## config.mk

```make
export PLATFORM = sky130hd
export DESIGN_NAME = skt_ctrl
export DESIGN_NICKNAME = d
export VERILOG_FILES = /design/src/rtl/core/skt_pkg.sv /design/src/rtl/core/skt_ctrl.sv
export SDC_FILE = /design/constraint.sdc
export NUM_CORES = 1
export LEC_CHECK = 0
export ABC_CLOCK_PERIOD_IN_PS = 5000
export BUFFER_PORTS_ARGS = -buffer_cell sky130_fd_sc_hd__buf_2
export CAP_MARGIN = 30
export CORE_AREA = 3 3 216 218
export DETAILED_ROUTE_END_ITERATION = 10
export DIE_AREA = 0 0 219 221
export HOLD_SLACK_MARGIN = 0.02
export MAX_ROUTING_LAYER = met4
export PLACE_DENSITY_LB_ADDON = 0.12
export SLEW_MARGIN = 5
export SYNTH_ARGS = -nofsm -noshare
export SYNTH_HDL_FRONTEND = slang
export SYNTH_SLANG_ARGS = --single-unit
export TNS_END_PERCENT = 1
```

## constraint.sdc

```tcl
create_clock -name clk -period 5 [get_ports clk]
set_clock_uncertainty 0.15 [all_clocks]
set_input_delay 0.25 -clock clk [delete_from_list [all_inputs] [get_ports clk]]
set_output_delay 0.25 -clock clk [all_outputs]
set_load 0.01 [all_outputs]
```

## src/rtl/core/skt_pkg.sv

```systemverilog
// Shared types and constants for the sorted keyed table.
// Used by skt_mem, skt_ctrl and sorted_keyed_table.
`default_nettype none

package skt_pkg;

  localparam int CAPACITY_DEF     = 256;
  localparam int PAYLOAD_BITS_DEF = 32;
  localparam int KEY_BITS         = 32;
  localparam int FIELD_BITS       = 9;

  localparam logic KIND_INSERT = 1'b0;
  localparam logic KIND_DELETE = 1'b1;

  typedef enum logic [2:0] {
    ST_APPEND   = 3'd0,
    ST_INSERT   = 3'd1,
    ST_REPLACE  = 3'd2,
    ST_DELETE   = 3'd3,
    ST_NOTFOUND = 3'd4,
    ST_FULL     = 3'd5
  } skt_status_t;

  typedef enum logic [2:0] {
    S_IDLE,
    S_SCAN,
    S_SHIFT_UP,
    S_SHIFT_DN,
    S_PLACE,
    S_RESP
  } skt_state_t;

  typedef struct packed {
    skt_status_t           status;
    logic [FIELD_BITS-1:0] position;
    logic [FIELD_BITS-1:0] entry_count;
  } skt_result_t;

endpackage

`default_nettype wire

```

## src/rtl/core/skt_ctrl.sv

```systemverilog
// Sequencer for the sorted table: linear key search, shift up / shift down
// passes and bookkeeping of count and largest key. Depends on skt_pkg.
`default_nettype none

module skt_ctrl import skt_pkg::*; #(
  parameter int CAPACITY     = CAPACITY_DEF,
  parameter int PAYLOAD_BITS = PAYLOAD_BITS_DEF,
  localparam int AW = $clog2(CAPACITY),
  localparam int CW = $clog2(CAPACITY + 1),
  localparam int EW = KEY_BITS + PAYLOAD_BITS
) (
  input  wire logic                clk,
  input  wire logic                rst,
  input  wire logic                req_valid,
  output logic                     req_stall,
  input  wire logic                kind,
  input  wire logic [KEY_BITS-1:0] line_number,
  input  wire logic [31:0]         payload,
  output logic                     rd_en,
  output logic [AW-1:0]            rd_addr,
  input  wire logic [EW-1:0]       rd_data,
  output logic                     wr_en,
  output logic [AW-1:0]            wr_addr,
  output logic [EW-1:0]            wr_data,
  output logic                     result_valid,
  output skt_result_t              result,
  input  wire logic                result_taken
);

  skt_state_t state, state_next;

  logic [CW-1:0]           count, count_next;
  logic [KEY_BITS-1:0]     last_line, last_line_next;
  logic                    last_valid, last_valid_next;
  logic [CW-1:0]           ip, ip_next;
  logic [CW-1:0]           hp, hp_next;
  logic                    up_issue, up_issue_next;
  logic                    dv, dv_next;
  logic [CW-1:0]           dpos, dpos_next;
  logic [KEY_BITS-1:0]     prev_key, prev_key_next;
  logic                    op_kind, op_kind_next;
  logic [KEY_BITS-1:0]     op_key, op_key_next;
  logic [PAYLOAD_BITS-1:0] op_pay, op_pay_next;
  skt_result_t             result_next;

  logic [KEY_BITS-1:0] cmp_key;
  logic [KEY_BITS-1:0] app_key;
  logic [EW-1:0]       app_ent;
  logic                key_eq, key_lt, full, take, goes_app, scan_end, del_last, do_append;
  logic [CW-1:0]       last_pos, pos_up, pos_dn, count_inc;

  assign cmp_key   = rd_data[EW-1 -: KEY_BITS];
  assign key_eq    = dv && (cmp_key == op_key);
  assign key_lt    = dv && (op_key < cmp_key);
  assign full      = (count == CW'(CAPACITY));
  assign last_pos  = count - CW'(1);
  assign count_inc = count + CW'(1);
  assign pos_up    = dpos + CW'(1);
  assign pos_dn    = dpos - CW'(1);
  assign take      = req_valid && (state == S_IDLE);
  assign app_key   = (state == S_IDLE) ? line_number : op_key;
  assign app_ent   = (state == S_IDLE) ? {line_number, payload[PAYLOAD_BITS-1:0]}
                                       : {op_key, op_pay};
  assign goes_app  = (count == '0) || !last_valid || (app_key > last_line);
  assign scan_end  = (ip >= count) && !dv;
  assign del_last  = (dpos == last_pos);

  // key above the largest one or table empty, or search ran off the end
  assign do_append = (take && (kind == KIND_INSERT) && goes_app) ||
                     ((state == S_SCAN) && (op_kind == KIND_INSERT) &&
                      !key_eq && !key_lt && scan_end);

  // next state
  always_comb begin
    state_next = state;
    unique case (state)
      S_IDLE: begin
        if (take) begin
          if (kind == KIND_DELETE) begin
            state_next = (count == '0) ? S_RESP : S_SCAN;
          end else if (goes_app || (line_number == last_line)) begin
            state_next = S_RESP;
          end else begin
            state_next = S_SCAN;
          end
        end
      end
      S_SCAN: begin
        if (op_kind == KIND_INSERT) begin
          if (key_eq) begin
            state_next = S_RESP;
          end else if (key_lt) begin
            state_next = full ? S_RESP : S_SHIFT_UP;
          end else if (scan_end) begin
            state_next = S_RESP;
          end
        end else begin
          if (key_eq) begin
            state_next = del_last ? S_RESP : S_SHIFT_DN;
          end else if (key_lt || scan_end) begin
            state_next = S_RESP;
          end
        end
      end
      S_SHIFT_UP: begin
        if (dv && (dpos == hp)) begin
          state_next = S_PLACE;
        end
      end
      S_SHIFT_DN: begin
        if (dv && del_last) begin
          state_next = S_RESP;
        end
      end
      S_PLACE: begin
        state_next = S_RESP;
      end
      S_RESP: begin
        if (result_taken) begin
          state_next = S_IDLE;
        end
      end
      default: begin
        state_next = S_IDLE;
      end
    endcase
  end

  // memory port and handshake outputs
  always_comb begin
    req_stall    = (state != S_IDLE);
    result_valid = (state == S_RESP);
    rd_en        = 1'b0;
    rd_addr      = ip[AW-1:0];
    wr_en        = 1'b0;
    wr_addr      = count[AW-1:0];
    wr_data      = app_ent;
    unique case (state)
      S_IDLE: begin
        if (take && (kind == KIND_INSERT) && !goes_app && (line_number == last_line)) begin
          wr_en   = 1'b1;
          wr_addr = last_pos[AW-1:0];
        end
      end
      S_SCAN: begin
        rd_en = (ip < count);
        if ((op_kind == KIND_INSERT) && key_eq) begin
          wr_en   = 1'b1;
          wr_addr = dpos[AW-1:0];
        end
      end
      S_SHIFT_UP: begin
        rd_en = up_issue;
        if (dv) begin
          wr_en   = 1'b1;
          wr_addr = pos_up[AW-1:0];
          wr_data = rd_data;
        end
      end
      S_SHIFT_DN: begin
        rd_en = (ip < count);
        if (dv) begin
          wr_en   = 1'b1;
          wr_addr = pos_dn[AW-1:0];
          wr_data = rd_data;
        end
      end
      S_PLACE: begin
        wr_en   = 1'b1;
        wr_addr = hp[AW-1:0];
      end
      S_RESP: begin
        wr_en = 1'b0;
      end
      default: begin
        wr_en = 1'b0;
      end
    endcase
    if (do_append && !full) begin
      wr_en   = 1'b1;
      wr_addr = count[AW-1:0];
    end
  end

  // datapath registers
  always_comb begin
    count_next      = count;
    last_line_next  = last_line;
    last_valid_next = last_valid;
    ip_next         = ip;
    hp_next         = hp;
    up_issue_next   = up_issue;
    prev_key_next   = prev_key;
    op_kind_next    = op_kind;
    op_key_next     = op_key;
    op_pay_next     = op_pay;
    result_next     = result;
    // read data from a request that is leaving its state is dropped
    dv_next         = rd_en && (state_next == state);
    dpos_next       = ip;

    unique case (state)
      S_IDLE: begin
        if (take) begin
          op_kind_next = kind;
          op_key_next  = line_number;
          op_pay_next  = payload[PAYLOAD_BITS-1:0];
          ip_next      = '0;
          if (kind == KIND_DELETE) begin
            result_next.status      = ST_NOTFOUND;
            result_next.position    = '0;
            result_next.entry_count = '0;
          end else if (!goes_app) begin
            result_next.status      = ST_REPLACE;
            result_next.position    = FIELD_BITS'(last_pos);
            result_next.entry_count = FIELD_BITS'(count);
          end
        end
      end
      S_SCAN: begin
        if (rd_en) begin
          ip_next = ip + CW'(1);
        end
        if (dv) begin
          prev_key_next = cmp_key;
        end
        if (op_kind == KIND_INSERT) begin
          if (key_eq) begin
            result_next.status      = ST_REPLACE;
            result_next.position    = FIELD_BITS'(dpos);
            result_next.entry_count = FIELD_BITS'(count);
          end else if (key_lt) begin
            if (full) begin
              result_next.status      = ST_FULL;
              result_next.position    = '0;
              result_next.entry_count = FIELD_BITS'(count);
            end else begin
              hp_next       = dpos;
              ip_next       = last_pos;
              up_issue_next = 1'b1;
            end
          end
        end else begin
          if (key_eq) begin
            if (del_last) begin
              count_next              = last_pos;
              result_next.status      = ST_DELETE;
              result_next.position    = FIELD_BITS'(dpos);
              result_next.entry_count = FIELD_BITS'(last_pos);
              // removing the top entry: new largest key is the one below it
              if (last_pos == '0) begin
                last_line_next  = '0;
                last_valid_next = 1'b0;
              end else begin
                last_line_next = prev_key;
              end
            end else begin
              hp_next = dpos;
              ip_next = pos_up;
            end
          end else if (key_lt || scan_end) begin
            result_next.status      = ST_NOTFOUND;
            result_next.position    = '0;
            result_next.entry_count = FIELD_BITS'(count);
          end
        end
      end
      S_SHIFT_UP: begin
        if (up_issue) begin
          ip_next = ip - CW'(1);
          if (ip == hp) begin
            up_issue_next = 1'b0;
          end
        end
      end
      S_SHIFT_DN: begin
        if (rd_en) begin
          ip_next = ip + CW'(1);
        end
        if (dv && del_last) begin
          count_next              = last_pos;
          result_next.status      = ST_DELETE;
          result_next.position    = FIELD_BITS'(hp);
          result_next.entry_count = FIELD_BITS'(last_pos);
        end
      end
      S_PLACE: begin
        count_next              = count_inc;
        result_next.status      = ST_INSERT;
        result_next.position    = FIELD_BITS'(hp);
        result_next.entry_count = FIELD_BITS'(count_inc);
      end
      S_RESP: begin
        dv_next = 1'b0;
      end
      default: begin
        dv_next = 1'b0;
      end
    endcase

    if (do_append) begin
      if (full) begin
        result_next.status      = ST_FULL;
        result_next.position    = '0;
        result_next.entry_count = FIELD_BITS'(count);
      end else begin
        count_next              = count_inc;
        last_line_next          = app_key;
        last_valid_next         = 1'b1;
        result_next.status      = ST_APPEND;
        result_next.position    = FIELD_BITS'(count);
        result_next.entry_count = FIELD_BITS'(count_inc);
      end
    end
  end

  always_ff @(posedge clk) begin
    if (rst) begin
      state      <= S_IDLE;
      count      <= '0;
      last_line  <= '0;
      last_valid <= 1'b0;
      up_issue   <= 1'b0;
      dv         <= 1'b0;
    end else begin
      state      <= state_next;
      count      <= count_next;
      last_line  <= last_line_next;
      last_valid <= last_valid_next;
      up_issue   <= up_issue_next;
      dv         <= dv_next;
    end
  end

  always_ff @(posedge clk) begin
    ip       <= ip_next;
    hp       <= hp_next;
    dpos     <= dpos_next;
    prev_key <= prev_key_next;
    op_kind  <= op_kind_next;
    op_key   <= op_key_next;
    op_pay   <= op_pay_next;
    result   <= result_next;
  end

  a_count_range: assert property (@(posedge clk) disable iff (rst)
    count <= CW'(CAPACITY))
    else $error("entry count above capacity");

  a_last_tracks_count: assert property (@(posedge clk) disable iff (rst)
    last_valid == (count != '0))
    else $error("largest-key record out of step with entry count");

  // shift passes read ahead of the write pointer, never the same entry
  a_no_rw_collision: assert property (@(posedge clk) disable iff (rst)
    !(rd_en && wr_en && (rd_addr == wr_addr)))
    else $error("read and write to the same entry in one cycle");

  a_result_count: assert property (@(posedge clk) disable iff (rst)
    (state == S_RESP) |-> (result.entry_count == FIELD_BITS'(count)))
    else $error("reported count differs from stored count");

  a_insert_pos: assert property (@(posedge clk) disable iff (rst)
    (state == S_SHIFT_UP) |-> (hp < count))
    else $error("insert position beyond table end");

endmodule

`default_nettype wire

```

Word-level counts from Yosys, hierarchy flattened
Index checks and enable logic that the tools add are counted.
Storage, ports and cells
  input bits: 133
  word-level logic and storage cells: 194
  register bits: 192
Operators by class
  reduce and logical (&&, ||, !) cells: 46
  add/sub/neg operators: 6
  bitwise operators: 3
  eq/ne operators: 29
  order comparisons: 4
  multiplexer cells: 90
Operator list (number)
  21-bit 2-to-1 mux: 13
  32-bit 2-to-1 mux: 8
  64-bit 2-to-1 mux: 3
  9-bit 2-to-1 mux: 21
  21-bit case mux with 4 select lines: 1
  32-bit == test: 2
  3-bit 2-to-1 mux: 15
  8-bit 2-to-1 mux: 5
  8-bit case mux with 5 select lines: 1
  9-bit case mux with 4 select lines: 1
  32-bit greater-than comparator: 1
  32-bit less-than comparator: 1
  9-bit by 1-bit adder with 9-bit output, second input constant: 3
  9-bit == test: 3
  9-bit case mux with 3 select lines: 1
  9-bit zero test: 2
  2-bit inequality test, second input constant: 9
  3-bit case mux with 6 select lines: 1
  9-bit by 1-bit subtractor with 9-bit output, second input constant: 2
  1-bit logical AND: 17
  1-bit 2-to-1 mux: 17
  5-bit inequality test, second input constant: 3
  9-bit == test, second input constant: 1
  9-bit greater-or-equal comparator: 1
  other kinds (27): 46

Longest topological paths before layout
Gate-level depths: netlist of the first run.
  word-level depth: 11
  depth in mapped cells: 16
  gate-level depth less buffers: 13

Least setup slack after synthesis of the first run
No wires, ideal clock.
  path kind: register to register
  start: register state[0]
  end: register result[0] (netlist bit) (enable)
  path slack: 0.289 ns
  stages on the path, launching flop included: 15
  data arrival time: 4.185 ns
  buffers on the path: 4
  period minus slack after synthesis: 4.711 ns
  cells stage by stage: dfxtp_1 buf_2 nor3_1 clkbuf_1 mux2_2 ha_1 nand4_1 or4_1 nor3_1 o21ai_0 a21oi_2 or2_0 buf_2 clkbuf_1 a21o_1
On the way
  longest elaborated chain between the ends: 8
RTL lines
  start: declaration: RTL line skt_ctrl.sv:30  | skt_state_t state, state_next;
  start signal: assignment: RTL line skt_ctrl.sv:326  | state <= state_next;
  3-bit zero test or 3-bit by 1-bit == test with 1-bit output (tied branches)
  32-bit 2-to-1 mux or 1-bit logical AND (tied branches): RTL line skt_ctrl.sv:61, skt_ctrl.sv:70
  32-bit greater-than comparator or 1-bit logical AND (tied branches): RTL line skt_ctrl.sv:64, skt_ctrl.sv:70
  1-bit logical OR or 1-bit logical AND (tied branches): RTL line skt_ctrl.sv:64, skt_ctrl.sv:71
  1-bit logical AND (on tied branches): RTL line skt_ctrl.sv:69, skt_ctrl.sv:71
  1-bit logical OR: RTL line skt_ctrl.sv:69  | assign do_append = (take && (kind == KIND_INSERT) && goes_app) ||
  5-bit inequality test (no line) (tied with other cells)
  8-bit AND reduction (no line) *
  end signal: assignment: RTL line skt_ctrl.sv:343  | result <= result_next;
  end: declaration: RTL line skt_ctrl.sv:26  | output skt_result_t result,
Every way passes the cells marked *; elsewhere a longest branch is shown, timed or not.
A chain may end at the register's enable or synchronous reset.

Final worst setup path of the first run
  start: register state[2]
  end: output port wr_addr[6]
On the way
  longest elaborated chain between the ends: 10
RTL lines
  3-bit zero test: RTL line skt_ctrl.sv:60, skt_ctrl.sv:61, skt_ctrl.sv:138
  32-bit 2-to-1 mux: RTL line skt_ctrl.sv:61  | assign app_key = (state == S_IDLE) ? line_number : op_key;
  32-bit greater-than comparator: RTL line skt_ctrl.sv:64  | assign goes_app = (count == '0) || !last_valid || (app_key > last_line);
  1-bit logical OR: RTL line skt_ctrl.sv:64
  1-bit zero test
  1-bit logical AND (2 in a row): RTL line skt_ctrl.sv:140  | if (take && (kind == KIND_INSERT) && !goes_app && (line_number == last_line)) begin
  8-bit 2-to-1 mux: RTL line skt_ctrl.sv:140
  8-bit case mux with 5 select lines: RTL line skt_ctrl.sv:138  | unique case (state)
  8-bit 2-to-1 mux *: RTL line skt_ctrl.sv:179  | if (do_append && !full) begin
  end: declaration: RTL line skt_ctrl.sv:23  | output logic [AW-1:0] wr_addr,
Marks and branches as above.

==> results.md, run 1 <==
* Outcome: finished clean
* Pwr Density at 544 nW/um^2
* Crit Path Class: reg -> out
* Max-slew headroom at the worst pin at 39.6%
* Vias in the first global route at 12.1k
* Synth Register Bits at roughly 190
* Grt ovf at 0
* CP max stage delay at around 0.64 ns
* Fraction of layout cells with a size suffix above 1 at 24.4%
* GRT met3 Usage at 3.08%
* Core Box Area at 45,100 um^2
* Maximum operating frequency at 209 MHz
* Worst-margin pin slew at 0.898 ns
* RSZ-0062 raised after global routing: false
* DR iter-0 viols at 1,133
* CP delay by family, top: simple AND/OR/NAND/NOR gates
* Max Slew Vio Count at 0
* Wire per inst at 21.8 um
* Routability cong. at 0.882
* Critical Path Source Type: register
* Tmin final at 4.78 ns
* CP max FO at 15
* Endpoints failing setup at 0
* Post-Place Worst Slack at 0.343 ns
* Met2 GRT Util at 32.8%
* Sequential element share of the synthesized area at 38.8%
* Critical path data required time at 4.60 ns
* Routed Antenna Nets at 0
* Met1 Resource Use GR at 28.8%
* Row cnt at just under 80
* IO Port Bufs at about 240
* Clk slew on worst S/H paths at 0.07 ns
* TritonCTS clock tree: done
* Share of Yosys cell area claimed by the top area cell type at slightly above 30%
* Critical Path AT at about 4.4 ns
* Asr flop ratio synth at 0%
* Syn nets at about 1.6k
* Antenna violations before repair at 2
* Initial core utilization at 29.8%
* Skew-Pair Late Insertion Delay at 0.50 ns
* CP cell instances: nor3_4 > clkbuf_16 > mux2_2 > ha_1 > nand4_1 > or4_4 > a211oi_2 > nor4_4 > a32o_1 > nand3_2 > o21ai_0 > a22o_1 > buf_2
* Die area at 48,400 um^2
* Clk sinks at roughly 190
* Root Driver: clkbuf_16
* Via count at around 12k
* WL final at 50,700 um
* Largest net degree at the start of global routing at 74
* Post-Layout Cell Count at 2,329
* Leak at a little under 7 nW
* Mean post-synth cell area at about 9.5 um^2
* Most area-consuming cells after synthesis: edfxtp_1 30%, dfxtp_1 8.4%, ha_1 8.0%
* Clock Path Buffers at 2
* Synth unique cells at between 80 and 90
* Post-Syn Area at between 10,000 and 15,000 um^2
* Die Width at 219 um
* Post-Place Cells at 2,192
* Util after Layout at 37.7%
* Tot GR Track Use at 21.4%
* Drt via density at 5.34
* Setup_tns at 0 ns
* Htree depth at 4
* Hpwl dp at around 37,000 um
* Number of remaining DRC errors at 0
* Yosys warning count at 0
* Max IR drop VDD at roughly 0.34 mV
* Period utilization at 95.6%
* Die Span Y at 221 um
* Mapped Cells at roughly 1.4k
* Crit path buffers/inverters at 2
* Crit-path slowest cell: or4_4
* Hold Path Class: in -> reg
* Area leader, netlist: edfxtp_1
* Power Total at 9.26 mW
* Post-synth EDFFs at 136
* Grt peak-use layer: met2
* Most used DFF post-synth: edfxtp_1
* MaxCap Viol Count at 0
* TritonCTS Buffers at 17
* Final WS setup at 0.220 ns
* Area delta synth->final at 26.8%
* Final Hold Fails at 0
* DRT Pass-1 Iters at 6
* First-pass GRT wire length at between 70,000 and 80,000 um
* Setup crit end kind: output port
* Final #Nets at roughly 1.9k
* I/O Pins at about 240
-- cell usage after synthesis, types with 6 or more instances --
| master | instances |
|---|---|
| o22ai_1 | 10 |
| mux2i_1 | 36 |
| nor2b_1 | 9 |
| nor2_1 | 114 |
| a21oi_1 | 128 |
| buf_1 | 8 |
| mux2_2 | 64 |
| a221oi_1 | 11 |
| clkbuf_1 | 63 |
| o31ai_1 | 10 |
| ha_1 | 86 |
| buf_4 | 9 |
| a22o_1 | 7 |
| dfxtp_1 | 56 |
| or3_1 | 6 |
| a21o_1 | 6 |
| nand2b_1 | 10 |
| a222oi_1 | 8 |
| a211oi_1 | 36 |
| and2_1 | 6 |
| o21ai_0 | 44 |
| nand2_1 | 63 |
| o211ai_1 | 11 |
| nor3_1 | 27 |
| buf_2 | 13 |
| xnor2_1 | 30 |
| inv_1 | 90 |
| nand3_1 | 39 |
| and3_1 | 37 |
| o21a_1 | 7 |
| a22oi_1 | 11 |
| o32ai_1 | 9 |
| nor4_1 | 21 |
| buf_6 | 7 |
| edfxtp_1 | 136 |
| a31oi_1 | 6 |
| o221ai_1 | 7 |
| xor2_1 | 63 |
| nand4_1 | 35 |
-- layout by cell type, fill, tap and decap left out, types with 8 or more instances in the layout --
master,n
nand3_1,38
buf_2,238
nor2_1,114
ha_1,86
inv_1,88
o211ai_1,11
dfxtp_1,56
nor3_1,25
o21ai_0,43
nand2_1,62
nor4_1,19
dlygate4sd3_1,98
a22oi_1,11
clkbuf_16,18
buf_4,42
xnor2_1,30
edfxtp_1,136
a222oi_1,8
xor2_1,63
mux2i_1,36
o22ai_1,10
nand4_1,35
a221oi_1,11
a21oi_1,128
nand2b_1,10
and3_1,37
nor2b_1,9
a211oi_1,35
mux2_2,64
o31ai_1,10
o32ai_1,9
-- where the power goes --
group	leakage [nW]	internal, mW	total, mW	switching [mW]
Clock	0.300	0.857	1.54	0.678
Sequential	1.75	2.25	2.75	0.499
Combinational	4.91	2.02	4.97	2.96
Total	6.96	5.12	9.26	4.13
-- metal layers --
metal  share of wire, %  up-vias
met2                 47      496
met3                6.3       67
met4                2.2        0
li1                   -     5858
met5                  0        -
met1                 45     6006
-- registers in the layout (all words and copies together) (netlist names), 3 cells and up --
name       count
count          9
state          3
last_line     32
op_key        32
prev_key      32
dpos           9
result        21
hp             9
dpos_next      9
op_pay        32
-- kinds of logic (layout without fill, tap and decap cells) --
logic type / count (synthesis) / count (layout) / synth area share, %
multiplexers: 100 / 100 / 8.06
flip-flops: 192 / 192 / 38.8
AND/OR/NAND/NOR: 393 / 393 / 15.0
adder cells (fa/ha/maj): 86 / 86 / 8.02
other: 0 / 1 / 0
AO/OA/AOI/OAI: 352 / 352 / 17.5
buffers and inverters: 194 / 510 / 6.19
XOR/XNOR: 95 / 95 / 6.40
-- tightest hold or removal path, cell delays in order --
cell	delay, ns
buf_2	0.12
nand2_1	0.12
o211ai_1	0.11
a21oi_1	0.05
nor2_1	0.07
-- what timing repair did --
action / CTS / global route
setup buffers: 0 / 3
endpoints found under the setup margin: 9 / 9
gates resized for setup: 2 / 8
gates cloned: 0 / 1
endpoints found under the hold margin: 98 / 0
hold buffers: 98 / 0
pin swaps: 1 / 3
-- cell type report --
class,count,area [um^2]
fill,4602,28100
multi-input combinational,1026,7460
sequential,192,5200
timing repair buffer,384,2610
tap,600,751
clock buffer,21,450
inverter,94,353
clock inverter,11,181
antenna,1,2.50
-- final timing paths --
| path | start | to | slack [ns] | cells past startpoint |
|---|---|---|---|---|
| setup / recovery | state[2] | wr_addr[6] | 0.22 | 13 |
| hold / removal | req_valid | state[0] | 0.13 | 5 |
| hold reg to reg | last_valid | last_valid | 0.33 | 2 |
| setup reg to reg | state[2] | result[6] | 0.55 | 13 |
-- stage by stage --
step | hold slack [ns] | cell area, um^2
floorplan | 0.199 | 13400
global placement | 0.291 | 15300
detailed placement | 0.293 | 15300
CTS | 0.0858 | 16900
global route | 0.127 | 17000
finish | 0.126 | 17000
(Power assumes the default switching activity.)
==> run 2: changes to the inputs <==
==> constraint.sdc (replaced) <==
create_clock -name clk -period 5 [get_ports clk]
set_clock_uncertainty 0.15 [all_clocks]
set_input_delay 0.75 -clock clk [delete_from_list [all_inputs] [get_ports clk]]
set_output_delay 0.75 -clock clk [all_outputs]
set_load 0.01 [all_outputs]
==> run 2 against run 1 <==
Net effect: the run now ends with negative setup slack left; critical path depth rose by 5; cell count fell by 2.4%; die area did not move; sequential power fell by 4%; design area fell by 2.8%.
==> results.md, run 2 (synthesized netlist as in run 1, its figures left out) <==
* Outcome: finished, violations left
* Failing checks: negative setup slack
* Tot GR Track Use at between 20% and 30%
* Period utilization at 102%
* Area delta synth->final at 23.2%
* Critical Path AT at 4.19 ns
* Htree depth at 4
* Routability cong. at 0.916
* Root Driver: clkbuf_16
* RSZ-0062 raised after global routing: true
* I/O Pins at about 240
* IO Port Bufs at approximately 240
* WL final at 50,200 um
* Row cnt at 78
* Most common cell after layout, fill and taps aside: buf_2
* Fraction of layout cells with a size suffix above 1 at 28.8%
* Antenna violations before repair at 3
* Met2 GRT Util at 32.2%
* Number of remaining DRC errors at 0
* Power Total at 9.53 mW
* Leading cell types in the layout, fill and taps excluded: 236 x buf_2, 136 x edfxtp_1, 125 x a21oi_1
* Crit Path Class: reg -> out
* Crit-path slowest cell: nor4_4
* Leak at 6.81 nW
* Core Box Area at 45,100 um^2
* Die Span Y at between 200 and 250 um
* Hold Path Class: in -> reg
* Die Width at around 220 um
* Initial core utilization at between 20% and 30%
* Final hold slack at between 0.2 and 0.3 ns
* Clk slew on worst S/H paths at 0.08 ns
* Hpwl dp at 37,200 um
* Max-slew headroom at the worst pin at 35.8%
* Grt peak-use layer: met2
* Util after Layout at 36.7%
* RR Startpoint: state[2]
* Endpoints failing setup at 9
* Most used cell along the critical path: buf_4
* Die area at around 48,000 um^2
* Critical Path Start: state[2]
* Pwr Density at 576 nW/um^2
* Clk sinks at roughly 190
* DR iter-0 viols at slightly above 800
* Final Hold Fails at 0
* CP max FO at 7
* Routed Antenna Nets at 0
* TritonCTS Buffers at 17
* Critical path data required time at 4.10 ns
* First-pass GRT wire length at 75,500 um
* MaxCap Viol Count at 0
* Tmin final at 5.09 ns
* Wire per inst at 22.1 um
* Max Slew Vio Count at 0
* Vias in the first global route at roughly 12k
* CP cell instances: nor3_4 > buf_12 > buf_12 > inv_6 > mux2_4 > ha_4 > nand4_1 > buf_4 > buf_4 > nor4_4 > nand4_1 > o211ai_1 > o2111ai_1 > buf_4 > nand2_2 > o211ai_1 > a22o_1 > buf_2
* Min-delay src: payload[31]
* DRT Pass-1 Iters at 8
* TritonCTS clock tree: done
* Max IR drop VDD at 0.264 mV
* Clock Path Buffers at 2
* Grt ovf at 0
* Worst-margin pin slew at between 0.9 and 1 ns
* Final WS setup at -0.0876 ns
* Crit path buffers/inverters at 7
* Skew-Pair Late Insertion Delay at approximately 0.50 ns
* Setup crit end kind: output port
* Post-Place Cells at 2,215
* Post-Layout Cell Count at 2,273
* Drt via density at 5.33
* CP delay by family, top: simple AND/OR/NAND/NOR gates
* CP max stage delay at ~0.35 ns
* Critical Path Source Type: register
* Largest net degree at the start of global routing at 58
* Via count at 12.1k
* Maximum operating frequency at 197 MHz
* Final #Nets at roughly 1.9k
* GRT met3 Usage at 5.56%
* Filler cells at 4,690
* Met1 Resource Use GR at 27.9%
[run 2: changes by cell type in the layout (fill, tap and decap cells not counted), moves of 6 or more]
cell | before | now
buf_6 | 1 | 7
mux2_2 | 64 | 55
dlygate4sd3_1 | 98 | 0
ha_1 | 86 | 76
mux2_4 | 0 | 9
ha_4 | 0 | 10
buf_4 | 42 | 76
[run 2: through the flow]
step                      setup TNS, ns  cell area [um^2]  setup slack (ns)
after detailed placement              0             15400             0.177
after global placement                0             15400             0.209
after global routing              -2.38             16500            -0.320
after floorplan                       0             13400             0.289
after CTS                        -0.232             16500           -0.0591
final                            -0.656             16500           -0.0876
[run 2: what timing repair did]
action | in CTS | in global routing
cloned | 0 | 0
pin swaps | 26 | 4
hold buffers | 0 | 0
setup endpoints to repair | 9 | 9
setup buffers | 22 | 0
resized for setup | 54 | 0
[run 2: cell type report]
class / count / area, um^2 / area share, %
antenna: 3 / 7.51 / 0.0454
clock buffer: 18 / 429 / 2.60
clock inverter: 14 / 158 / 0.954
inverter: 94 / 358 / 2.16
multi-input combinational: 1026 / 7660 / 46.3
sequential: 192 / 5210 / 31.5
tap: 600 / 751 / 4.54
timing repair buffer: 326 / 1970 / 11.9
[run 2: path summary, 6_finish.rpt]
path | to | slack (ns) | depth (start not counted)
worst max-delay path | wr_addr[5] | -0.09 | 18
worst min-delay path | op_pay[31] | 0.29 | 1
worst max register to register | result[11] | 0.60 | 18
worst min register to register | last_valid | 0.33 | 2
[run 2: power by group]
part | switching, mW | internal [mW]
clock | 0.711 | 0.747
combinational | 3.18 | 2.24
sequential | 0.407 | 2.25
[run 2: worst register-to-register path, cell delays in order (launching register included)]
cell      delay, ns
dfxtp_2        0.34
nor3_4         0.22
buf_12         0.15
buf_12         0.12
inv_6          0.06
mux2_2         0.32
ha_4           0.28
nand4_1        0.16
or4_4          0.63
nor3_2         0.16
o21ai_1        0.15
buf_4          0.17
a32o_2         0.27
buf_6          0.14
buf_4          0.13
o31ai_1        0.20
a211oi_1       0.13
a21o_1         0.23
buf_12         0.16
[run 2: routing by layer]
layer,wire length [um],vias up
li1,-,5729
met2,23000,467
met1,22600,5835
met5,0,-
met3,3300,76
met4,1250,0
